==> src/rbsi_pkg.sv <==
// ----------------------------------------------------------------------------
// rbsi_pkg
// types, constants and helper functions shared by the ray/box slab test block
// ----------------------------------------------------------------------------
package rbsi_pkg;

  localparam int COORD_BITS = 16;
  localparam int AXES       = 3;
  localparam int SLOTS      = 4;
  localparam int FRAC_BITS  = 8;
  localparam int CORNER_W   = COORD_BITS + 1;
  localparam int PROD_W     = COORD_BITS + CORNER_W;
  localparam int TRANS_W    = COORD_BITS + FRAC_BITS;
  localparam int BND_W      = PROD_W + 2;
  localparam int DIFF_W     = BND_W + 1;
  localparam int NUM_W      = DIFF_W + FRAC_BITS;
  localparam int DIV_DIGITS = 4;
  localparam int DIV_STAGES = (NUM_W + DIV_DIGITS - 1) / DIV_DIGITS;
  localparam int DQ_W       = DIV_STAGES * DIV_DIGITS;
  localparam int QUOTS      = 2 * AXES;
  localparam int DIST_W     = 32;
  localparam int T_W        = DIST_W + 2;
  localparam int CFG_IDX_W  = 3;
  localparam int CFG_DATA_W = 64;
  localparam int BOX_W      = AXES * COORD_BITS;
  localparam int MID_DEPTH  = 4;
  localparam int MID_PTR_W  = $clog2(MID_DEPTH);
  localparam int OUT_DEPTH  = 2;
  localparam int OUT_PTR_W  = $clog2(OUT_DEPTH);

  localparam logic [CFG_DATA_W-1:0] ROW_X_RESET = 64'h0000_0000_0000_0100;
  localparam logic [CFG_DATA_W-1:0] ROW_Y_RESET = 64'h0000_0000_0100_0000;
  localparam logic [CFG_DATA_W-1:0] ROW_Z_RESET = 64'h0000_0100_0000_0000;
  localparam logic signed [T_W-1:0] T_LIMIT     = 34'sh0_FFFF_FFFF;

  typedef enum logic [CFG_IDX_W-1:0] {
    REG_BOX_CENTER = 3'd0,
    REG_BOX_HALF   = 3'd1,
    REG_ROW_X      = 3'd2,
    REG_ROW_Y      = 3'd3,
    REG_ROW_Z      = 3'd4
  } cfg_reg_e;

  typedef struct packed {
    logic signed [COORD_BITS-1:0] origin_x;
    logic signed [COORD_BITS-1:0] origin_y;
    logic signed [COORD_BITS-1:0] origin_z;
    logic signed [COORD_BITS-1:0] dir_x;
    logic signed [COORD_BITS-1:0] dir_y;
    logic signed [COORD_BITS-1:0] dir_z;
  } ray_t;

  typedef struct packed {
    logic              hit;
    logic [DIST_W-1:0] entry_dist;
  } res_t;

  typedef struct packed {
    logic [AXES-1:0][BND_W-1:0] wmin;
    logic [AXES-1:0][BND_W-1:0] wmax;
  } bounds_t;

  typedef struct packed {
    logic [AXES-1:0][DIFF_W-1:0]     diff_lo;
    logic [AXES-1:0][DIFF_W-1:0]     diff_hi;
    logic [AXES-1:0][COORD_BITS-1:0] dir;
    logic [AXES-1:0]                 dir_zero;
    logic                            zmiss;
  } job_t;

  typedef struct packed {
    logic full;
    logic empty;
  } queue_stat_t;

  typedef struct packed {
    logic [QUOTS-1:0]      neg;
    logic [AXES-1:0]       dir_zero;
    logic                  zmiss;
  } side_t;

  typedef struct packed {
    logic [COORD_BITS-1:0] rem;
    logic [DQ_W-1:0]       dq;
  } div_t;

  // four restoring division steps
  function automatic div_t div_step(logic [COORD_BITS-1:0] rem, logic [DQ_W-1:0] dq,
                                    logic [COORD_BITS-1:0] d);
    div_t              r;
    logic [COORD_BITS:0] acc;
    r.rem = rem;
    r.dq  = dq;
    for (int i = 0; i < DIV_DIGITS; i++) begin
      acc  = {r.rem, r.dq[DQ_W-1]};
      r.dq = {r.dq[DQ_W-2:0], 1'b0};
      if (acc >= {1'b0, d}) begin
        acc     = acc - {1'b0, d};
        r.dq[0] = 1'b1;
      end
      r.rem = acc[COORD_BITS-1:0];
    end
    return r;
  endfunction

  // signed distance, negatives folded to -1, large values saturated
  function automatic logic signed [T_W-1:0] t_clamp(logic [DQ_W-1:0] mag, logic neg);
    logic signed [T_W-1:0] t;
    if (neg && (mag != '0)) begin
      t = -34'sd1;
    end else if (mag > DQ_W'(T_LIMIT)) begin
      t = T_LIMIT;
    end else begin
      t = {2'b00, mag[DIST_W-1:0]};
    end
    return t;
  endfunction

endpackage

==> src/rbsi_queue.sv <==
// ----------------------------------------------------------------------------
// rbsi_queue
// short queue of classified rays between front and back
// ----------------------------------------------------------------------------
module rbsi_queue (
  input  logic                  clk_i,
  input  logic                  rst_ni,
  input  logic                  push_i,
  input  rbsi_pkg::job_t        data_i,
  input  logic                  pop_i,
  output rbsi_pkg::job_t        data_o,
  output rbsi_pkg::queue_stat_t stat_o
);
  import rbsi_pkg::*;

  job_t                 mem_q [MID_DEPTH];
  logic [MID_PTR_W-1:0] wr_ptr_q, rd_ptr_q;
  logic [MID_PTR_W:0]   count_q;

  always_ff @(posedge clk_i or negedge rst_ni) begin
    if (!rst_ni) begin
      wr_ptr_q <= '0;
      rd_ptr_q <= '0;
      count_q  <= '0;
    end else begin
      if (push_i) wr_ptr_q <= wr_ptr_q + 1'b1;
      if (pop_i)  rd_ptr_q <= rd_ptr_q + 1'b1;
      if (push_i && !pop_i) begin
        count_q <= count_q + 1'b1;
      end else if (pop_i && !push_i) begin
        count_q <= count_q - 1'b1;
      end
    end
  end

  always_ff @(posedge clk_i) begin
    if (push_i) mem_q[wr_ptr_q] <= data_i;
  end

  assign data_o       = mem_q[rd_ptr_q];
  assign stat_o.full  = (count_q == (MID_PTR_W+1)'(MID_DEPTH));
  assign stat_o.empty = (count_q == '0);

endmodule

==> config.mk <==
export PLATFORM = sky130hd
export DESIGN_NAME = rbsi_queue
export DESIGN_NICKNAME = d
export VERILOG_FILES = /design/src/rbsi_pkg.sv /design/src/rbsi_queue.sv
export SDC_FILE = /design/constraint.sdc
export NUM_CORES = 1
export LEC_CHECK = 0
export ABC_AREA = 1
export CORE_ASPECT_RATIO = 0.5
export CORE_UTILIZATION = 30
export DETAILED_ROUTE_END_ITERATION = 6
export DONT_BUFFER_PORTS = 1
export HOLD_SLACK_MARGIN = 0.1
export PLACE_DENSITY = 0.5
export SETUP_SLACK_MARGIN = 0.5
export SYNTH_ARGS = -nofsm -noshare
export SYNTH_HDL_FRONTEND = slang
export SYNTH_SLANG_ARGS = --single-unit
==> constraint.sdc <==
create_clock -name clk_i -period 9.3 [get_ports clk_i]
set_clock_uncertainty 0.05 [all_clocks]
set_input_delay 1.395 -clock clk_i [delete_from_list [all_inputs] [get_ports clk_i]]
set_output_delay 1.395 -clock clk_i [all_outputs]
set_load 0.03 [all_outputs]
==> results.cfg, run 1 <==
[logic_synthesis]
synthFlopType = edfxtp_1
synth_edf_count = 1072
synth_common_cells = edfxtp_1, nand2_1, inv_1
syn-num-nets = 3452
synth_top_area_cell = edfxtp_1
yosysSeqAreaShare_pct = 76.1
ys_types = 18
synth_most_common_cell = edfxtp_1
netlist_area_um2 = 42500
async_flop_share_pct = 0.649
netlist_instances = 3174
ys_seq_elements = 1079
syn_area_per_cell_um2 = 13.4
synth_area_leaders = edfxtp_1, o211ai_1, nand2_1
synth_top_area_share_pct = 75.7
yosys_warnings = 0

[worst_setup_path]
slowest_delay_ps = 740
worstPathCellList = inv_8 -> buf_4 -> o211ai_1 -> nand2_1
critPathSlowestCell = dfrtp_4
required_ps = 7860
cp-start-kind = flop
critical_path_arrival_ps = 3630
worstPathMaxFanout = 101
criticalPathCategory = reg2out
cp-end-kind = output pin

[drt]
routed_wl_um = 99400
wire_per_inst_um = 19.6
vias_per_cell = 4.47
dr.first_iter.drc_count = 1366
post-route-drc-count = 0
postRouteAntennaNets = 0
num_vias = 22700
drtPass1Iterations = 7

[global_route]
met2_usage_pct = 25.5
antenna_found_initial = 1
grt_usage_pct = 13.3
grt_max_degree = 265
overflow = 0
grt_pass1_vias = 21000
met3_usage_pct = 2.57
grt_pass1_wl_um = 141000
globalRouteMet1Util_pct = 14.5
grt_busiest_layer = met2

[clock_tree]
htreeDepth = 3
cts_buffers = 99
clkTransAtPathRegs_ps = 70
clock_latency_ps = 670
clock-sinks = 1079
cts_root_buf = clkbuf_16
postCtsSetupRepairBufs = 0
cts_tree = done
ctsResizeCount = 0
cts_buffer_depth = 3
ctsHoldBuffers = 0

[sta]
holdWs_ps = 356
max_clock_freq_mhz = 197
slew_headroom_pct = 20.8
period_minus_slack_ps = 5080
setup_viol = 0
hold_violations = 0
post-route-period-util_pct = 54.6
drv_slew = 0
tns_ps = 0
rsz0062_at_grt = no
tightest_slew_ps = 1190

[run]
max_cap_viol_count = 0

[die]
initial_utilization_pct = 30.3
die-area_um2 = 143000
fp.dieH_um = 268
fp.coreArea_um2 = 140000
io_pins = 542
num_rows = 97
die_w_um = 534

[finish]
areaGrowthSynthToFinish_pct = 11.6
antenna_cells = 0
multi_input_area_um2 = 7230
regArea_um2 = 32400
fin_cells = 5079
drive_above_1_share_pct = 5.03
num-fill-cells = 13600
fin_util_pct = 33.8
final_nets = 3396

[power]
ir_drop_v = 0.000270
powerDensity_nw_per_um2 = 349
power.static_leakage_nw = 17.4

[outcome]
status = completed

[worst_hold_path]
hold_class = in2async

[placement]
post-dp-hpwl_um = 58400
dp_cells = 4898
gp_congestion = 0.754
io_buffer_count = 0
[worst max-delay path, delay by kind of cell, from the launching register on]
family	cells	cell delay, ps
flip-flops	1	740
AND/OR/NAND/NOR	1	320
AO/OA/AOI/OAI	1	210
buffers and inverters	2	1330
[layer usage]
metal,vias to the layer above,share of wire [%]
met4,0,3.8
met3,163,3.9
met5,-,0
li1,11000,-
met1,11200,37
met2,364,55
[layout make-up]
cell class | count | share of cell area, %
Clock buffer | 123 | 5.54
Inverter | 548 | 4.41
Timing Repair Buffer | 22 | 0.559
Tap cell | 1881 | 4.96
Multi-Input combinational cell | 1368 | 15.2
Sequential cell | 1079 | 68.2
Clock inverter | 58 | 1.09
[per-stage QoR]
stage / area, um2 / total power, mW / setup slack, ps
floorplan: 42500 / 11.6 / 1770
global placement: 44300 / 12.8 / 4930
detailed placement: 44300 / 12.8 / 4940
CTS: 47500 / 16.8 / 4190
global route: 47500 / 17.4 / 4030
finish: 47500 / 16.5 / 4220
[report_power, final]
group	switching, mW	total [mW]	internal, mW
clock network	1.83	3.99	2.17
registers	0.261	6.62	6.36
logic	4.92	5.93	1.01
[kinds of logic (layout without fill, tap and decap cells)]
family / Yosys count / in the layout / synth area share, %
flops: 1079 / 1079 / 76.1
simple gates: 821 / 821 / 7.26
compound gates: 537 / 537 / 9.48
buf+inv: 727 / 751 / 6.87
fa+ha+maj: 6 / 6 / 0.194
xor+xnor: 4 / 4 / 0.0824
[final timing paths]
| path | startpoint | endpoint | slack [ps] | cells past startpoint |
|---|---|---|---|---|
| max | rd_ptr_q[1] | data_o[214] | 4220 | 4 |
| min | rst_ni | count_q[0] | 360 | 0 |
| max reg2reg | wr_ptr_q[0] | mem_q[2][152] | 6010 | 6 |
| min reg2reg | count_q[2] | count_q[2] | 470 | 2 |
| max in group asynchronous | rst_ni | rd_ptr_q[1] | 8760 | 0 |
| min in group clk_i | count_q[2] | count_q[2] | 470 | 2 |
[flip-flops by register name, indices dropped and copies added, names as in the netlist]
name and flops:
rd_ptr_q 2, count_q 3, mem_q 1072, wr_ptr_q 2
[cell usage in the layout, fill, tap and decap left out, drive strengths merged]
cell / n
edfxtp: 1072
nand3: 1
clkinvlp: 5
buf: 22
clkbuf: 123
nor3: 2
dfrtp: 7
inv: 554
nand2: 817
o21ai: 1
bufinv: 5
ha: 5
nand4: 1
o211ai: 536
clkinv: 42
xnor2: 1
xor2: 3
fa: 1
(Power assumes the default switching activity.)
==> run 2, diff against run 1 <==
PLACE_DENSITY = 0.51   (was 0.5)
clock period = 4.3 ns   (was 9.3 ns; I/O delays follow)
==> run 2 against run 1 <==
Net effect:
- sequential power grew 120%
- via count up 5.7%
- clock power up 120%
- first-iteration DRC count rose by 13%
- combinational power is 130% higher
- register-to-register slack worse by 4300 ps
- routed wire length increased by 4.8%
- sequential share of layout area decreased by 4.4 points
- largest cell class unchanged
- final cell count rose by 6.0%
- worst hold slack got worse by 150 ps
==> results.cfg, run 2 (synthesis results as in run 1) <==
[worst_setup_path]
slowest_delay_ps = 700
criticalPathCategory = reg2out
cp-start-kind = flop
reg2reg_setup_slack_ps = 1700
worstPathCellList = inv_8 -> buf_4 -> o211ai_1 -> nand2_1
r2r-end = mem_q[0][146]
required_ps = 3610
cp-end-kind = output pin
rr_startpoint = wr_ptr_q[0]
r2r_cells = 5
critical_path_arrival_ps = 2820
worstPathMaxFanout = 72
critPathSlowestCell = dfrtp_4

[finish]
most-common-layout-cells = edfxtp_1, nand2_1, inv_1, o211ai_1, dlygate4sd3_1
final_common_cell = edfxtp_1
reg_top3 = mem_q x1072, count_q x3
drive_above_1_share_pct = 5.69
largest_reg_flops = 1072
final_nets = 3691
fin_area_um2 = 50800
areaGrowthSynthToFinish_pct = 19.4
largest_register = mem_q

[global_route]
overflow = 0
grt_pass1_vias = 23000
grt_max_degree = 149
grt_pass1_wl_um = 150000
grt_usage_pct = 13.9
antenna_found_initial = 7

[die]
initial_utilization_pct = 30.3
die_w_um = 534
fp.coreArea_um2 = 140000
io_pins = 542
die-area_um2 = 143000
num_rows = 97
fp.dieH_um = 268

[sta]
tns_ps = 0
setup_viol = 0
post-route-period-util_pct = 81.8
tightest_slew_ps = 1310
drv_slew = 0
max_clock_freq_mhz = 284
hold_violations = 0
rsz0062_at_grt = no
slew_headroom_pct = 11.7
period_minus_slack_ps = 3520

[power]
powerDensity_nw_per_um2 = 726
ir_drop_v = 0.000467
power.static_leakage_nw = 18.8

[clock_tree]
cts_buffers = 100
clock-sinks = 1079
clock_latency_ps = 670
cts_buffer_depth = 3
ctsResizeCount = 0
htreeDepth = 3
cts_root_buf = clkbuf_16
clkTransAtPathRegs_ps = 70
cts_tree = done

[placement]
gp_congestion = 0.794
placed_cell_area_um2 = 44800
io_buffer_count = 0
post-dp-hpwl_um = 63300

[run]
max_cap_viol_count = 0

[worst_hold_path]
hold_class = in2reg
min_from = push_i
hold_depth = 2
hold_end = count_q[0]

[drt]
routed_wl_um = 104000
drtPass1Iterations = 5
wire_per_inst_um = 19.3
postRouteAntennaNets = 0
post-route-drc-count = 0
vias_per_cell = 4.45
dr.first_iter.drc_count = 1538
num_vias = 24000

[outcome]
status = completed
-- run 2: power by group --
group	switching (mW)	total (mW)	internal, mW
Clock	4.03	8.90	4.86
Combinational	11.0	13.7	2.67
Sequential	0.539	14.3	13.7
Total	15.6	36.9	21.3
-- run 2: final cells by class --
type,count,area (um2)
well taps,1881,2350
repair buffers,316,3410
clock buffers,123,2650
diodes,5,12.5
inverters,548,2080
fillers,13300,89500
multi-input cells,1368,7260
clock inverters,64,606
flip-flops and latches,1079,32400
-- run 2: worst max-delay path by stage --
stage,start,to,slack [ps],cells after the start
after floorplan,push_i,mem_q[1][0],-990,3
after global placement,rd_ptr_q[0],data_o[107],1270,5
after CTS,rd_ptr_q[1],data_o[74],600,4
final,rd_ptr_q[1],data_o[74],780,4
after detailed placement,rd_ptr_q[0],data_o[107],1270,5
after global routing,rd_ptr_q[1],data_o[2],610,4
-- run 2: repair_timing --
item	in CTS	in global routing
hold endpoints to repair	1083	0
setup buffers	1	0
setup endpoints to repair	1	0
hold buffers	271	0
-- run 2: routing by layer --
layer / vias up / GRT usage (%) / part of all wire, %
li1: 11600 / - / -
met1: 11800 / 15.5 / 38
met2: 396 / 26.2 / 54
met3: 209 / 2.24 / 3.4
met4: 2 / 6.37 / 4.5
met5: - / 0 / 0.012
-- run 2: worst max-delay path: cells and delay by family (launching register included) --
kind / cells / cell delay (ps)
flip-flops: 1 / 700
AND/OR/NAND/NOR: 1 / 330
buffers and inverters: 2 / 940
AO/OA/AOI/OAI: 1 / 150
-- run 2: through the flow --
step / total power [mW] / instances / util, % / setup slack (ps) / hold slack [ps]
after detailed placement: 28.2 / 4920 / 31.9 / 1270 / 301
after floorplan: 25.0 / 3174 / - / -995 / 299
after global placement: 28.1 / 4920 / 31.9 / 1270 / 301
final: 36.9 / 5384 / 36.2 / 782 / 207
after CTS: 37.5 / 5379 / 36.2 / 600 / 155
after global routing: 38.6 / 5383 / 36.2 / 607 / 172
