--- src/rbsi_pkg.sv ---
// ----------------------------------------------------------------------------
// rbsi_pkg
// types, constants and helper functions shared by the ray/box slab test block
// ----------------------------------------------------------------------------
package rbsi_pkg;

  localparam int COORD_BITS = 16;
  localparam int AXES       = 3;
  localparam int SLOTS      = 4;
  localparam int FRAC_BITS  = 8;
  localparam int CORNER_W   = COORD_BITS + 1;
  localparam int PROD_W     = COORD_BITS + CORNER_W;
  localparam int TRANS_W    = COORD_BITS + FRAC_BITS;
  localparam int BND_W      = PROD_W + 2;
  localparam int DIFF_W     = BND_W + 1;
  localparam int NUM_W      = DIFF_W + FRAC_BITS;
  localparam int DIV_DIGITS = 4;
  localparam int DIV_STAGES = (NUM_W + DIV_DIGITS - 1) / DIV_DIGITS;
  localparam int DQ_W       = DIV_STAGES * DIV_DIGITS;
  localparam int QUOTS      = 2 * AXES;
  localparam int DIST_W     = 32;
  localparam int T_W        = DIST_W + 2;
  localparam int CFG_IDX_W  = 3;
  localparam int CFG_DATA_W = 64;
  localparam int BOX_W      = AXES * COORD_BITS;
  localparam int MID_DEPTH  = 4;
  localparam int MID_PTR_W  = $clog2(MID_DEPTH);
  localparam int OUT_DEPTH  = 2;
  localparam int OUT_PTR_W  = $clog2(OUT_DEPTH);

  localparam logic [CFG_DATA_W-1:0] ROW_X_RESET = 64'h0000_0000_0000_0100;
  localparam logic [CFG_DATA_W-1:0] ROW_Y_RESET = 64'h0000_0000_0100_0000;
  localparam logic [CFG_DATA_W-1:0] ROW_Z_RESET = 64'h0000_0100_0000_0000;
  localparam logic signed [T_W-1:0] T_LIMIT     = 34'sh0_FFFF_FFFF;

  typedef enum logic [CFG_IDX_W-1:0] {
    REG_BOX_CENTER = 3'd0,
    REG_BOX_HALF   = 3'd1,
    REG_ROW_X      = 3'd2,
    REG_ROW_Y      = 3'd3,
    REG_ROW_Z      = 3'd4
  } cfg_reg_e;

  typedef struct packed {
    logic signed [COORD_BITS-1:0] origin_x;
    logic signed [COORD_BITS-1:0] origin_y;
    logic signed [COORD_BITS-1:0] origin_z;
    logic signed [COORD_BITS-1:0] dir_x;
    logic signed [COORD_BITS-1:0] dir_y;
    logic signed [COORD_BITS-1:0] dir_z;
  } ray_t;

  typedef struct packed {
    logic              hit;
    logic [DIST_W-1:0] entry_dist;
  } res_t;

  typedef struct packed {
    logic [AXES-1:0][BND_W-1:0] wmin;
    logic [AXES-1:0][BND_W-1:0] wmax;
  } bounds_t;

  typedef struct packed {
    logic [AXES-1:0][DIFF_W-1:0]     diff_lo;
    logic [AXES-1:0][DIFF_W-1:0]     diff_hi;
    logic [AXES-1:0][COORD_BITS-1:0] dir;
    logic [AXES-1:0]                 dir_zero;
    logic                            zmiss;
  } job_t;

  typedef struct packed {
    logic full;
    logic empty;
  } queue_stat_t;

  typedef struct packed {
    logic [QUOTS-1:0]      neg;
    logic [AXES-1:0]       dir_zero;
    logic                  zmiss;
  } side_t;

  typedef struct packed {
    logic [COORD_BITS-1:0] rem;
    logic [DQ_W-1:0]       dq;
  } div_t;

  // four restoring division steps
  function automatic div_t div_step(logic [COORD_BITS-1:0] rem, logic [DQ_W-1:0] dq,
                                    logic [COORD_BITS-1:0] d);
    div_t              r;
    logic [COORD_BITS:0] acc;
    r.rem = rem;
    r.dq  = dq;
    for (int i = 0; i < DIV_DIGITS; i++) begin
      acc  = {r.rem, r.dq[DQ_W-1]};
      r.dq = {r.dq[DQ_W-2:0], 1'b0};
      if (acc >= {1'b0, d}) begin
        acc     = acc - {1'b0, d};
        r.dq[0] = 1'b1;
      end
      r.rem = acc[COORD_BITS-1:0];
    end
    return r;
  endfunction

  // signed distance, negatives folded to -1, large values saturated
  function automatic logic signed [T_W-1:0] t_clamp(logic [DQ_W-1:0] mag, logic neg);
    logic signed [T_W-1:0] t;
    if (neg && (mag != '0)) begin
      t = -34'sd1;
    end else if (mag > DQ_W'(T_LIMIT)) begin
      t = T_LIMIT;
    end else begin
      t = {2'b00, mag[DIST_W-1:0]};
    end
    return t;
  endfunction

endpackage

--- src/rbsi_front.sv ---
// ----------------------------------------------------------------------------
// rbsi_front
// accepts rays, forms slab numerators and sorts out parallel axes
// ----------------------------------------------------------------------------
module rbsi_front (
  input  logic              clk_i,
  input  logic              rst_ni,
  input  logic              push_i,
  input  rbsi_pkg::ray_t    ray_i,
  output logic              full_o,
  input  rbsi_pkg::bounds_t bounds_i,
  input  logic              q_full_i,
  output logic              q_push_o,
  output rbsi_pkg::job_t    q_data_o
);
  import rbsi_pkg::*;

  logic en;
  logic f1_valid_q, f2_valid_q;
  ray_t f1_ray_q, f2_ray_q;

  logic signed [COORD_BITS-1:0] dir [AXES];
  logic signed [DIFF_W-1:0]     org [AXES];
  logic signed [DIFF_W-1:0]     wmn [AXES];
  logic signed [DIFF_W-1:0]     wmx [AXES];

  assign en       = !(f2_valid_q && q_full_i);
  assign full_o   = !en;
  assign q_push_o = f2_valid_q && en;

  always_ff @(posedge clk_i or negedge rst_ni) begin
    if (!rst_ni) begin
      f1_valid_q <= 1'b0;
      f2_valid_q <= 1'b0;
    end else if (en) begin
      f1_valid_q <= push_i;
      f2_valid_q <= f1_valid_q;
    end
  end

  always_ff @(posedge clk_i) begin
    if (en) begin
      f1_ray_q <= ray_i;
      f2_ray_q <= f1_ray_q;
    end
  end

  always_comb begin
    dir[0] = f2_ray_q.dir_x;
    dir[1] = f2_ray_q.dir_y;
    dir[2] = f2_ray_q.dir_z;
    org[0] = DIFF_W'($signed({f2_ray_q.origin_x, {FRAC_BITS{1'b0}}}));
    org[1] = DIFF_W'($signed({f2_ray_q.origin_y, {FRAC_BITS{1'b0}}}));
    org[2] = DIFF_W'($signed({f2_ray_q.origin_z, {FRAC_BITS{1'b0}}}));
    q_data_o.zmiss = 1'b0;
    for (int k = 0; k < AXES; k++) begin
      wmn[k] = DIFF_W'($signed(bounds_i.wmin[k]));
      wmx[k] = DIFF_W'($signed(bounds_i.wmax[k]));
      q_data_o.diff_lo[k]  = wmn[k] - org[k];
      q_data_o.diff_hi[k]  = wmx[k] - org[k];
      q_data_o.dir[k]      = dir[k];
      q_data_o.dir_zero[k] = (dir[k] == '0);
      if ((dir[k] == '0) && ((org[k] < wmn[k]) || (org[k] > wmx[k]))) begin
        q_data_o.zmiss = 1'b1;
      end
    end
  end

endmodule

--- config.mk ---
export PLATFORM = sky130hd
export DESIGN_NAME = rbsi_front
export DESIGN_NICKNAME = d
export VERILOG_FILES = /design/src/rbsi_pkg.sv /design/src/rbsi_front.sv
export SDC_FILE = /design/constraint.sdc
export NUM_CORES = 1
export LEC_CHECK = 0
export BUFFER_PORTS_ARGS = -buffer_cell sky130_fd_sc_hd__buf_2
export CAP_MARGIN = 20
export CORE_AREA = 2 2 224 226
export CTS_BUF_LIST = sky130_fd_sc_hd__clkbuf_4 sky130_fd_sc_hd__clkbuf_8
export CTS_CLUSTER_SIZE = 30
export DETAILED_ROUTE_END_ITERATION = 6
export DIE_AREA = 0 0 226 228
export PLACE_DENSITY = 0.62
export RECOVER_POWER = 25
export SETUP_SLACK_MARGIN = 0.05
export SKIP_LAST_GASP = 1
export SLEW_MARGIN = 20
export SYNTH_ARGS = -nofsm -noshare
export SYNTH_HDL_FRONTEND = slang
export SYNTH_SLANG_ARGS = --single-unit
export TNS_END_PERCENT = 10
--- constraint.sdc ---
create_clock -name clk_i -period 5.3 [get_ports clk_i]
set_clock_uncertainty 0.05 [all_clocks]
set_input_delay 0.795 -clock clk_i [delete_from_list [all_inputs] [get_ports clk_i]]
set_output_delay 0.795 -clock clk_i [all_outputs]
set_load 0.01 [all_outputs]
==> key figures, run 1 <==
Run status
  – Run status: finished, final reports clean

Logic synthesis
  – Gate count of the mapped netlist: ~1.6k
  – Synthesized flop and latch total: 194
  – Net count of the mapped netlist: a little over 2k
  – Fraction of the yosys area taken by sequential cells: 0.380
  – Most common flop cell mapped by yosys: edfxtp_1
  – Synth Area per Inst: between 9 and 10 µm²
  – Number of synthesized flops with an enable pin: approximately 190
  – Post-synth design cell area: 0.0153 mm²
  – Count of warnings emitted by yosys: 0
  – Share of async-settable or async-resettable flops after synthesis: 0.0103
  – Cell variety after synth: 75

Power
  – Total power density per cell area: 310 mW/mm²
  – Static leakage: about 8.5 nW
  – Overall power of the completed layout: slightly below 0.006 W
  – Largest voltage drop on the vdd net: 0.182 mV

Clocking
  – TritonCTS clock tree: built
  – Total CTS buffers: 17
  – Sinks on Clock Net: between 150 and 200
  – Clock Root Buffer: clkbuf_8
  – Level count of the clock H-tree: 4
  – Max Buffers Root-to-Sink: 2
  – Worst-path clk slew: around 140 ps
  – Latest clock arrival within the worst-skew pair: ~510 ps
  – Post-CTS Setup Inserts: 0

Setup path
  – Kind of end point of the critical path: primary output
  – Category of the worst setup path launch point: register
  – Critical Path AT: roughly 3800 ps
  – Crit Path Max Fanout: 13
  – Critical setup path kind: register to primary output
  – Worst Path Required: approximately 4500 ps

Detailed routing
  – Number of vias in the routed layout: 13.7k
  – Post-route DRC violation count: 0
  – Count of antenna-violating nets left after detailed routing: 0
  – Iteration-0 DRC count of the detailed router: between 800 and 900
  – Final routed wire length divided by cell count: between 15 and 20 µm
  – Length of the first detailed-routing pass in iterations: 6
  – Routed wl met2: between 20000 and 25000 µm
  – Met3 layer wire length in the routed design: between 3000 and 4000 µm
  – Final routed wirelength across all metal layers: ~52000 µm
  – Highest metal layer with signal wires: met5
  – Via density per instance: slightly above 5
  – Met1 wire length: between 20000 and 25000 µm

STA
  – Setup TNS: 0 ps
  – Max-slew violation total from the final report: 0
  – Final min period: ~4700 ps
  – RSZ-0062 raised after global routing: false
  – Endpoints failing setup: 0
  – Portion of the clock cycle consumed by the worst path in the final layout: 0.880
  – Highest attainable clock frequency: about 0.21 GHz
  – Transition time at the pin with the least slew margin: 1050 ps
  – Final Hold Viols: 0
  – Headroom to the max-slew limit: 0.295

Place
  – Post-DP HPWL: between 40000 and 50000 µm
  – Placed Cells: ~2.7k
  – Number of port buffers: ~530
  – GP Congestion: just over 0.9

Cells and area
  – Synth-to-Final Area Change: 21.5%
  – Fin cells: 2713
  – Fraction of layout cells with a size suffix above 1: 0.290
  – Net total in the final layout: between 2k and 2.5k

Die
  – Area enclosed by the die boundary: between 0.05 and 0.06 mm²
  – Overall die height: between 200 and 250 µm
  – Horizontal extent of the die: between 200 and 250 µm
  – Top Ports: 580
  – Area of the placeable core: approximately 0.049 mm²
  – Effective utilization at floorplan: 0.310
  – # rows: 82

Global routing
  – Via count of the first global-routing pass: about 14k
  – Total GRT Usage: 0.195
  – Total grt overflow: 0
  – Number of antenna violations at the first check in global routing: 20
  – Wire length of the first global-routing pass: between 70000 and 80000 µm
  – Maximum number of pins on one net before global-route repair: roughly 120

Min path
  – Class of the tightest hold or removal check: register to register

Flow run
  – Total of max-cap violations: 0
-- routing by layer --
layer / vias up / GRT usage
met5: - / 0
met2: 499 / 0.328
met4: 10 / 0.0760
met1: 6461 / 0.242
met3: 91 / 0.0431
li1: 6640 / -
-- kinds of logic after synthesis --
logic type,after synthesis,synth area share
and+or+nand+nor,426,0.141
adders and majority gates,172,0.144
DFF,194,0.380
muxes,5,0.00343
AOI/OAI and AO/OA,421,0.181
xor gates and xnor gates,124,0.0709
buffers and inverters,227,0.0795
-- synthesized netlist by cell type (4+ instances only) --
cell type  instances  share of area
clkbuf_1          12         0.0029
a211oi_1          16         0.0078
nor4_1            24         0.0098
fa_1               6         0.0078
nor2_1           111          0.027
o2111ai_1          9         0.0051
a21oi_1          115          0.038
buf_4             96          0.047
a31oi_1           17         0.0069
a211o_1           10         0.0057
nand4_1           22         0.0090
nor3_1            35          0.011
o211ai_1          10         0.0049
o21a_1            29          0.014
a21o_1            51          0.025
nor2b_1           26          0.011
a2111oi_0          4         0.0023
o31ai_1           12         0.0059
o21ai_1           18         0.0059
nand2b_1          23         0.0094
a31o_2             4         0.0023
and2_1             5         0.0020
nand3_1           31          0.010
o21ai_0           58          0.019
o31a_1             9         0.0051
nand2_1           93          0.023
nand3b_1           6         0.0029
xnor2_1           93          0.053
inv_1            115          0.028
or2_2              4         0.0016
and4_1             4         0.0023
ha_1             166           0.14
and3_1            12         0.0049
xor2_1            31          0.018
a41oi_1            5         0.0029
or3_1             10         0.0041
nor4b_1            4         0.0023
edfxtp_1         192           0.38
o21bai_1          19         0.0093
-- state kept, by name, summed over array words and instances, names as in the netlist --
register    cells
q_data_o       48
f1_ray_q       96
f1_valid_q      1
f2_valid_q      1
f2_ray_q       48
-- worst max-delay path, stage by stage (launching register included) --
cell and delay (ps):
edfxtp_1 390, clkinvlp_4 270, buf_4 280, ha_1 340, nand2b_1 140, nor2_1 50, o21ai_0 210, o21ai_1 200
a211oi_1 310, o21ai_0 240, a311oi_2 370, nand4_1 270, buf_2 230
-- cell type report --
type	count	area, µm²
inverters	115	435
multi-input cells	1148	8300
clock buffers	17	234
fillers	5016	30800
diodes	13	32.5
flip-flops and latches	194	5820
well taps	672	841
repair buffers	539	2720
clock inverters	15	224
-- per-stage QoR --
stage                     hold WS [ps]  utilization  instance area, µm²  setup slack [ps]
after floorplan                    350            -               15300              1010
after global placement             351        0.367               18100               708
after CTS                          335        0.376               18600               177
after detailed placement           355        0.367               18100               631
after global routing               340        0.377               18600               114
final                              368        0.377               18600               635
-- repair_timing --
item / CTS / global route
setup endpoints to repair: 1 / 1
cloned: 0 / 0
pin swaps: 0 / 0
hold buffers: 1 / 0
endpoints found under the hold margin: 2 / 0
gates resized for setup: 1 / 2
-- power breakdown --
part	switching (W)	leakage (nW)	internal, W	total, W
Clock	0.000691	0.226	0.000394	0.00108
Sequential	0.0000646	1.95	0.00188	0.00194
Combinational	0.00164	6.34	0.00110	0.00274
Total	0.00239	8.52	0.00337	0.00576
-- placed cells by master (no fill, tap or decap), types with 51 or more instances in the layout --
cell      count
buf_2       529
xnor2_1      93
ha_1        166
nand2_1      92
edfxtp_1    192
o21ai_0      57
a21oi_1     115
inv_1       114
nor2_1      111
a21o_1       51
-- worst paths after layout --
| kind | from | end | slack (ps) | cells past startpoint |
|---|---|---|---|---|
| worst max-delay path | f2_ray_q[63] | q_data_o[0] | 640 | 12 |
| worst min-delay path | f1_ray_q[23] | q_data_o[27] | 370 | 0 |
| worst max register to register | f2_valid_q | q_data_o[48] | 2990 | 2 |
| worst min register to register | f1_ray_q[23] | q_data_o[27] | 370 | 0 |
| max in group asynchronous | rst_ni | f1_valid_q | 4560 | 2 |
| min in group asynchronous | rst_ni | f2_valid_q | 520 | 2 |
(Power assumes the default switching activity.)
==> run 2, diff against run 1 <==
- BUFFER_PORTS_ARGS: -buffer_cell sky130_fd_sc_hd__buf_2 -> -buffer_cell sky130_fd_sc_hd__buf_4
==> key figures, run 2 (same netlist as run 1, synthesis figures left out) <==
Run status
  – Run status: finished, final reports clean (unchanged)

Power
  – Largest voltage drop on the vdd net: 0.237 mV (was 0.182 mV)
  – Static leakage: 8.97 nW (was 8.52 nW)
  – Overall power of the completed layout: 0.00608 W (was 0.00576 W)
  – Total power density per cell area: 306 mW/mm² (was 310 mW/mm²)

Detailed routing
  – Iteration-0 DRC count of the detailed router: 706 (was 802)
  – Via density per instance: 4.96 (was 5.05)
  – Final routed wire length divided by cell count: 19.2 µm (was 19.1 µm)
  – Length of the first detailed-routing pass in iterations: 5 (was 6)
  – Number of vias in the routed layout: 13.4k (was 13.7k)
  – Post-route DRC violation count: 0 (unchanged)
  – Routed wl met2: 24700 µm (was 24800 µm)
  – Met3 layer wire length in the routed design: 3600 µm (was 3470 µm)
  – Highest metal layer with signal wires: met5 (unchanged)
  – Met1 wire length: 21900 µm (was 22000 µm)
  – Final routed wirelength across all metal layers: 51800 µm (about the same)
  – Count of antenna-violating nets left after detailed routing: 0 (unchanged)

Clocking
  – Sinks on Clock Net: 194 (unchanged)
  – Level count of the clock H-tree: 4 (unchanged)
  – Clock Root Buffer: clkbuf_8 (unchanged)
  – Post-cts sizing count: 0 (was 1)
  – Worst-path clk slew: 110 ps (was 140 ps)
  – Latest clock arrival within the worst-skew pair: 490 ps (was 510 ps)
  – TritonCTS clock tree: built (unchanged)
  – Total CTS buffers: 17 (unchanged)
  – Max Buffers Root-to-Sink: 2 (unchanged)

Setup path
  – Crit Path Max Fanout: 13 (unchanged)
  – Launch point of the worst reg-to-reg path: f2_valid_q (unchanged)
  – Register-to-register setup slack: 3180 ps (was 2990 ps)
  – Critical Path AT: 3950 ps (was 3820 ps)
  – Worst Reg-to-Reg Cells: 3 (was 2)
  – Kind of end point of the critical path: primary output (unchanged)
  – Startpoint of the worst setup timing path: f2_ray_q[79] (was f2_ray_q[63])
  – Critical R2R Capture: f1_valid_q (was q_data_o[48])
  – Family with the most delay on the worst path: buffers and inverters (was compound AO/OA/AOI/OAI gates)
  – Slowest-stage cell, CP: inv_1 (was edfxtp_1)
  – Category of the worst setup path launch point: register (unchanged)
  – Worst Path Required: 4450 ps (about the same)
  – Critical setup path kind: register to primary output (unchanged)
  – Slowest cell delay on critical path: 440 ps (was 390 ps)
  – Critical path cell sequence: inv_1 > buf_4 > ha_1 > nand2_1 > nor3_1 > nand4b_1 > o211a_1 > o21ai_1 > a41oi_1 > o21ai_0 > nand4_1 > buf_4 (was clkinvlp_4 > buf_4 > ha_1 > nand2b_1 > nor2_1 > o21ai_0 > o21ai_1 > a211oi_1 > o21ai_0 > a311oi_2 > nand4_1 > buf_2)
  – WP buf/inv: 3 (unchanged)
  – Most common cell on crit path: buf_4 (was o21ai_0)

Cells and area
  – Synth-to-Final Area Change: 30.0% (was 21.5%)
  – Fraction of layout cells with a size suffix above 1: 0.290 (about the same)
  – Flip-flop count of the largest register after layout: 96 (unchanged)
  – Highest-count cells in the layout ignoring fill and taps: 440 x buf_4, 192 x edfxtp_1, 166 x ha_1, 115 x inv_1, 115 x a21oi_1 (was 529 x buf_2, 192 x edfxtp_1, 166 x ha_1, 115 x a21oi_1, 114 x inv_1)
  – Layout Utilization: 0.403 (was 0.377)
  – Leading cell type in the layout, fill and taps excluded: buf_4 (was buf_2)
  – Final instance area: 0.0199 mm² (was 0.0186 mm²)
  – Net total in the final layout: 2496 (was 2497)
  – Top reg by flops: f1_ray_q (unchanged)

STA
  – Portion of the clock cycle consumed by the worst path in the final layout: 0.905 (was 0.880)
  – Headroom to the max-slew limit: 0.238 (was 0.295)
  – Worst hold margin: 376 ps (was 368 ps)
  – Final Hold Viols: 0 (unchanged)
  – Transition time at the pin with the least slew margin: 1130 ps (was 1050 ps)
  – Highest attainable clock frequency: 0.209 GHz (was 0.214 GHz)
  – Final min period: 4790 ps (was 4660 ps)
  – RSZ-0062 raised after global routing: false (unchanged)
  – Max-slew violation total from the final report: 0 (unchanged)
  – Endpoints failing setup: 0 (unchanged)
  – Setup TNS: 0 ps (unchanged)

Global routing
  – Maximum number of pins on one net before global-route repair: 109 (was 117)
  – Number of antenna violations at the first check in global routing: 6 (was 20)
  – Via count of the first global-routing pass: 13.3k (was 13.6k)
  – Wire length of the first global-routing pass: 76800 µm (was 77200 µm)
  – Total grt overflow: 0 (unchanged)
  – Total GRT Usage: 0.196 (was 0.195)

Min path
  – Hold-critical path endpoint: f2_ray_q[93] (was q_data_o[27])
  – Class of the tightest hold or removal check: register to register (unchanged)
  – Number of cells on the worst hold path: 0 (unchanged)
  – Worst Hold Launch: f1_ray_q[93] (was f1_ray_q[23])

Place
  – Number of port buffers: 531 (unchanged)
  – GP Congestion: 0.942 (was 0.934)
  – Post-DP HPWL: 43900 µm (was 43800 µm)
  – Area of placed instances: 0.0194 mm² (was 0.0181 mm²)

Die
  – Area of the placeable core: 0.0493 mm² (unchanged)
  – Horizontal extent of the die: 226 µm (unchanged)
  – # rows: 82 (unchanged)
  – Effective utilization at floorplan: 0.310 (unchanged)
  – Top Ports: 580 (unchanged)
  – Overall die height: 228 µm (unchanged)
  – Area enclosed by the die boundary: 0.0515 mm² (unchanged)

Flow run
  – Total of max-cap violations: 0 (unchanged)
==> run 2: cell count changes in the layout (fill, tap and decap cells not counted), sizes merged <==
cell / before / now
buf: 536 / 441
bufinv: 0 / 1
clkbuf: 19 / 113
clkinv: 4 / 6
clkinvlp: 1 / 0
diode: 13 / 5
inv: 125 / 123
==> run 2: per-stage QoR <==
stage          instances  setup slack [ps]
4_1_cts             2699               292
5_1_grt             2703              94.1
2_1_floorplan       1569              1010
3_5_place_dp        2666               577
6_report            2704               505
3_3_place_gp        2666               707
==> run 2: what timing repair did <==
item,4_1_cts,5_1_grt
setup buffers,0,0
hold buffers,1,0
hold endpoints to repair,2,0
==> run 2: report_power, final <==
part	total (W)	internal, W	switching [W]	leakage, nW
combinational	0.00305	0.00139	0.00165	6.79
clock	0.00109	0.000424	0.000671	0.224
sequential	0.00194	0.00187	0.0000630	1.95
==> run 2: worst max-delay path by stage <==
stage,to,slack [ps],cells past startpoint
6_report,q_data_o[0],510,12
5_1_grt,q_data_o[0],90,12
4_1_cts,q_data_o[0],290,12
3_5_place_dp,q_data_o[0],580,13
3_3_place_gp,q_data_o[0],710,13
2_1_floorplan,full_o,1010,2
==> run 2: per-layer routing <==
layer / track usage / up-vias
li1: - / 6633
met1: 0.243 / 6216
met2: 0.328 / 470
met3: 0.0438 / 80
met4: 0.0753 / 2
met5: 0 / -
==> run 2: area by class of cell <==
| type | count | area, µm² |
|---|---|---|
| clock inverters | 15 | 220 |
| diodes | 5 | 12.5 |
| fillers | 4925 | 29500 |
| repair buffers | 538 | 4050 |
| inverters | 115 | 432 |
| multi-input cells | 1148 | 8290 |
| well taps | 672 | 841 |
| flip-flops and latches | 194 | 5820 |
| clock buffers | 17 | 234 |
==> run 3, diff against run 2 <==
- CELL_PAD_IN_SITES_DETAIL_PLACEMENT: unset -> 1
- CELL_PAD_IN_SITES_GLOBAL_PLACEMENT: unset -> 2
- CORE_AREA: 2 2 224 226 -> unset
- CORE_ASPECT_RATIO: unset -> 1.5
- CORE_MARGIN: unset -> 2
- CORE_UTILIZATION: unset -> 27
- DIE_AREA: 0 0 226 228 -> unset
- PLACE_DENSITY: 0.62 -> 0.84
==> key figures, run 3 (same netlist as run 1, synthesis figures left out) <==
Clocking
  – Worst-path clk slew: 130 ps (was 110 ps)
  – Level count of the clock H-tree: 4 (unchanged)
  – Latest clock arrival within the worst-skew pair: 580 ps (was 490 ps)
  – Sinks on Clock Net: 194 (unchanged)
  – Post-CTS Setup Inserts: 0 (unchanged)
  – Total CTS buffers: 17 (unchanged)
  – TritonCTS clock tree: built (unchanged)
  – Max Buffers Root-to-Sink: 2 (unchanged)
  – Clock Root Buffer: clkbuf_8 (unchanged)

Cells and area
  – Layout Utilization: 0.358 (was 0.403)
  – Net total in the final layout: 2498 (was 2496)
  – Fraction of layout cells with a size suffix above 1: 0.286 (was 0.290)
  – Top reg by flops: f1_ray_q (unchanged)
  – Synth-to-Final Area Change: 30.7% (was 30.0%)
  – Flip-flop count of the largest register after layout: 96 (unchanged)
  – Highest-count cells in the layout ignoring fill and taps: 441 x buf_4, 192 x edfxtp_1, 166 x ha_1, 115 x inv_1, 115 x a21oi_1 (was 440 x buf_4, 192 x edfxtp_1, 166 x ha_1, 115 x inv_1, 115 x a21oi_1)
  – Leading cell type in the layout, fill and taps excluded: buf_4 (unchanged)
  – Layout filler cell count: 6528 (was 4925)
  – Fin cells: 2796 (was 2704)

Setup path
  – Critical Path AT: 3980 ps (was 3950 ps)
  – Category of the worst setup path launch point: register (unchanged)
  – Crit Path Max Fanout: 17 (was 13)
  – Kind of end point of the critical path: primary output (unchanged)
  – Critical setup path kind: register to primary output (unchanged)
  – Slowest-stage cell, CP: nor3_1 (was inv_1)
  – Worst Path Required: 4450 ps (about the same)
  – Register-to-register setup slack: 3120 ps (was 3180 ps)
  – Slowest cell delay on critical path: 450 ps (was 440 ps)
  – Critical R2R Capture: f1_valid_q (unchanged)
  – Critical path cell sequence: inv_1 > buf_4 > ha_1 > nand2_1 > nor4_1 > nand4_1 > nor3_1 > a211o_1 > o21ai_0 > a311oi_1 > nand4_1 > buf_4 (was inv_1 > buf_4 > ha_1 > nand2_1 > nor3_1 > nand4b_1 > o211a_1 > o21ai_1 > a41oi_1 > o21ai_0 > nand4_1 > buf_4)
  – Worst Reg-to-Reg Cells: 3 (unchanged)
  – Launch point of the worst reg-to-reg path: f2_valid_q (unchanged)

STA
  – Final min period: 4820 ps (was 4790 ps)
  – Max-slew violation total from the final report: 0 (unchanged)
  – Highest attainable clock frequency: 0.207 GHz (was 0.209 GHz)
  – Headroom to the max-slew limit: 0.340 (was 0.238)
  – Fin worst setup slack: 477 ps (was 505 ps)
  – Setup TNS: 0 ps (unchanged)
  – Transition time at the pin with the least slew margin: 989 ps (was 1130 ps)
  – Final Hold Viols: 0 (unchanged)
  – Endpoints failing setup: 0 (unchanged)
  – RSZ-0062 raised after global routing: false (unchanged)
  – Portion of the clock cycle consumed by the worst path in the final layout: 0.910 (was 0.905)

Min path
  – Number of cells on the worst hold path: 1 (was 0)
  – Class of the tightest hold or removal check: input pin to register (was register to register)
  – Hold-critical path endpoint: f1_ray_q[67] (was f2_ray_q[93])
  – Worst Hold Launch: ray_i[67] (was f1_ray_q[93])

Die
  – Horizontal extent of the die: 198 µm (was 226 µm)
  – Area of the placeable core: 0.0558 mm² (was 0.0493 mm²)
  – # rows: 106 (was 82)
  – Area enclosed by the die boundary: 0.0587 mm² (was 0.0515 mm²)
  – Top Ports: 580 (unchanged)
  – Overall die height: 296 µm (was 228 µm)
  – Effective utilization at floorplan: 0.274 (was 0.310)

Global routing
  – Via count of the first global-routing pass: 14.8k (was 13.3k)
  – Number of antenna violations at the first check in global routing: 19 (was 6)
  – Total GRT Usage: 0.197 (was 0.196)
  – Maximum number of pins on one net before global-route repair: 112 (was 109)
  – Wire length of the first global-routing pass: 86400 µm (was 76800 µm)
  – Total grt overflow: 0 (unchanged)

Place
  – Worst slack at placement: 790 ps (was 577 ps)
  – Number of port buffers: 531 (unchanged)
  – Placed Cells: 2752 (was 2666)
  – GP Congestion: 0.913 (was 0.942)
  – Post-DP HPWL: 50400 µm (was 43900 µm)

Power
  – Static leakage: 8.94 nW (was 8.97 nW)
  – Sequential Power Share: 0.314 (was 0.319)
  – Clock Power Share: 0.181 (was 0.180)
  – Total power density per cell area: 309 mW/mm² (was 306 mW/mm²)
  – Switching share of power: 0.403 (was 0.393)
  – Logic gate share of total power: 0.505 (was 0.501)
  – Switch Pwr: 0.00249 W (was 0.00239 W)
  – Internal power consumption: 0.00370 W (was 0.00369 W)
  – Overall power of the completed layout: 0.00619 W (was 0.00608 W)
  – Largest voltage drop on the vdd net: 0.289 mV (was 0.237 mV)

Detailed routing
  – Iteration-0 DRC count of the detailed router: 489 (was 706)
  – Post-route DRC violation count: 0 (unchanged)
  – Via density per instance: 4.88 (was 4.96)
  – Length of the first detailed-routing pass in iterations: 4 (was 5)
  – Number of vias in the routed layout: 13.7k (was 13.4k)
  – Final routed wirelength across all metal layers: 58900 µm (was 51800 µm)
  – Count of antenna-violating nets left after detailed routing: 0 (unchanged)
  – Final routed wire length divided by cell count: 21.1 µm (was 19.2 µm)

Flow run
  – Total of max-cap violations: 0 (unchanged)

Run status
  – Run status: finished, final reports clean (unchanged)
[run 3: final cells by class]
type / instances / area, µm² / area share
well taps: 756 / 946 / 0.0473
inverters: 115 / 432 / 0.0216
multi-input cells: 1148 / 8290 / 0.415
repair buffers: 540 / 4030 / 0.202
clock buffers: 17 / 234 / 0.0117
flip-flops and latches: 194 / 5820 / 0.291
clock inverters: 15 / 224 / 0.0112
diodes: 11 / 27.5 / 0.00138
[run 3: worst max-delay path, delay by kind of cell (launching register included)]
family,cells,cell delay (ps)
adders and majority gates,1,330
AOI/OAI and AO/OA,3,730
buffers and inverters,3,790
and+or+nand+nor,5,1150
DFF,1,380
[run 3: timing repair]
item	CTS	global route
hold buffers	1	0
gates resized for setup	0	0
endpoints found under the hold margin	2	0
[run 3: stage by stage]
step / hold WS (ps) / area [µm²]
3_5_place_dp: 355 / 19500
4_1_cts: 254 / 20000
2_1_floorplan: 350 / 15300
5_1_grt: 301 / 20000
6_report: 347 / 20000
3_3_place_gp: 351 / 19500
[run 3: worst max-delay path by stage]
stage | start | endpoint | slack (ps) | depth (start not counted)
floorplan | q_full_i | full_o | 1010 | 2
global placement | bounds_i[148] | q_data_o[0] | 900 | 13
detailed placement | bounds_i[148] | q_data_o[0] | 790 | 13
CTS | f2_ray_q[95] | q_data_o[0] | 380 | 12
global route | f2_ray_q[95] | q_data_o[0] | 240 | 12
finish | f2_ray_q[95] | q_data_o[0] | 480 | 12
[run 3: metal layers]
layer | vias to the layer above | global-route usage | wire, µm
met2 | 399 | 0.368 | 31100
met5 | - | 0 | 48
met1 | 6499 | 0.200 | 21500
li1 | 6639 | - | -
met3 | 106 | 0.0525 | 3850
met4 | 8 | 0.104 | 2390
[run 3: power by group through the flow]
stage | logic (W) | registers (W) | clock network [W]
floorplan | 0.00177 | 0.00196 | 0
global placement | 0.00310 | 0.00197 | 0
detailed placement | 0.00315 | 0.00198 | 0
CTS | 0.00317 | 0.00194 | 0.00117
global route | 0.00339 | 0.00196 | 0.00121
finish | 0.00312 | 0.00194 | 0.00112
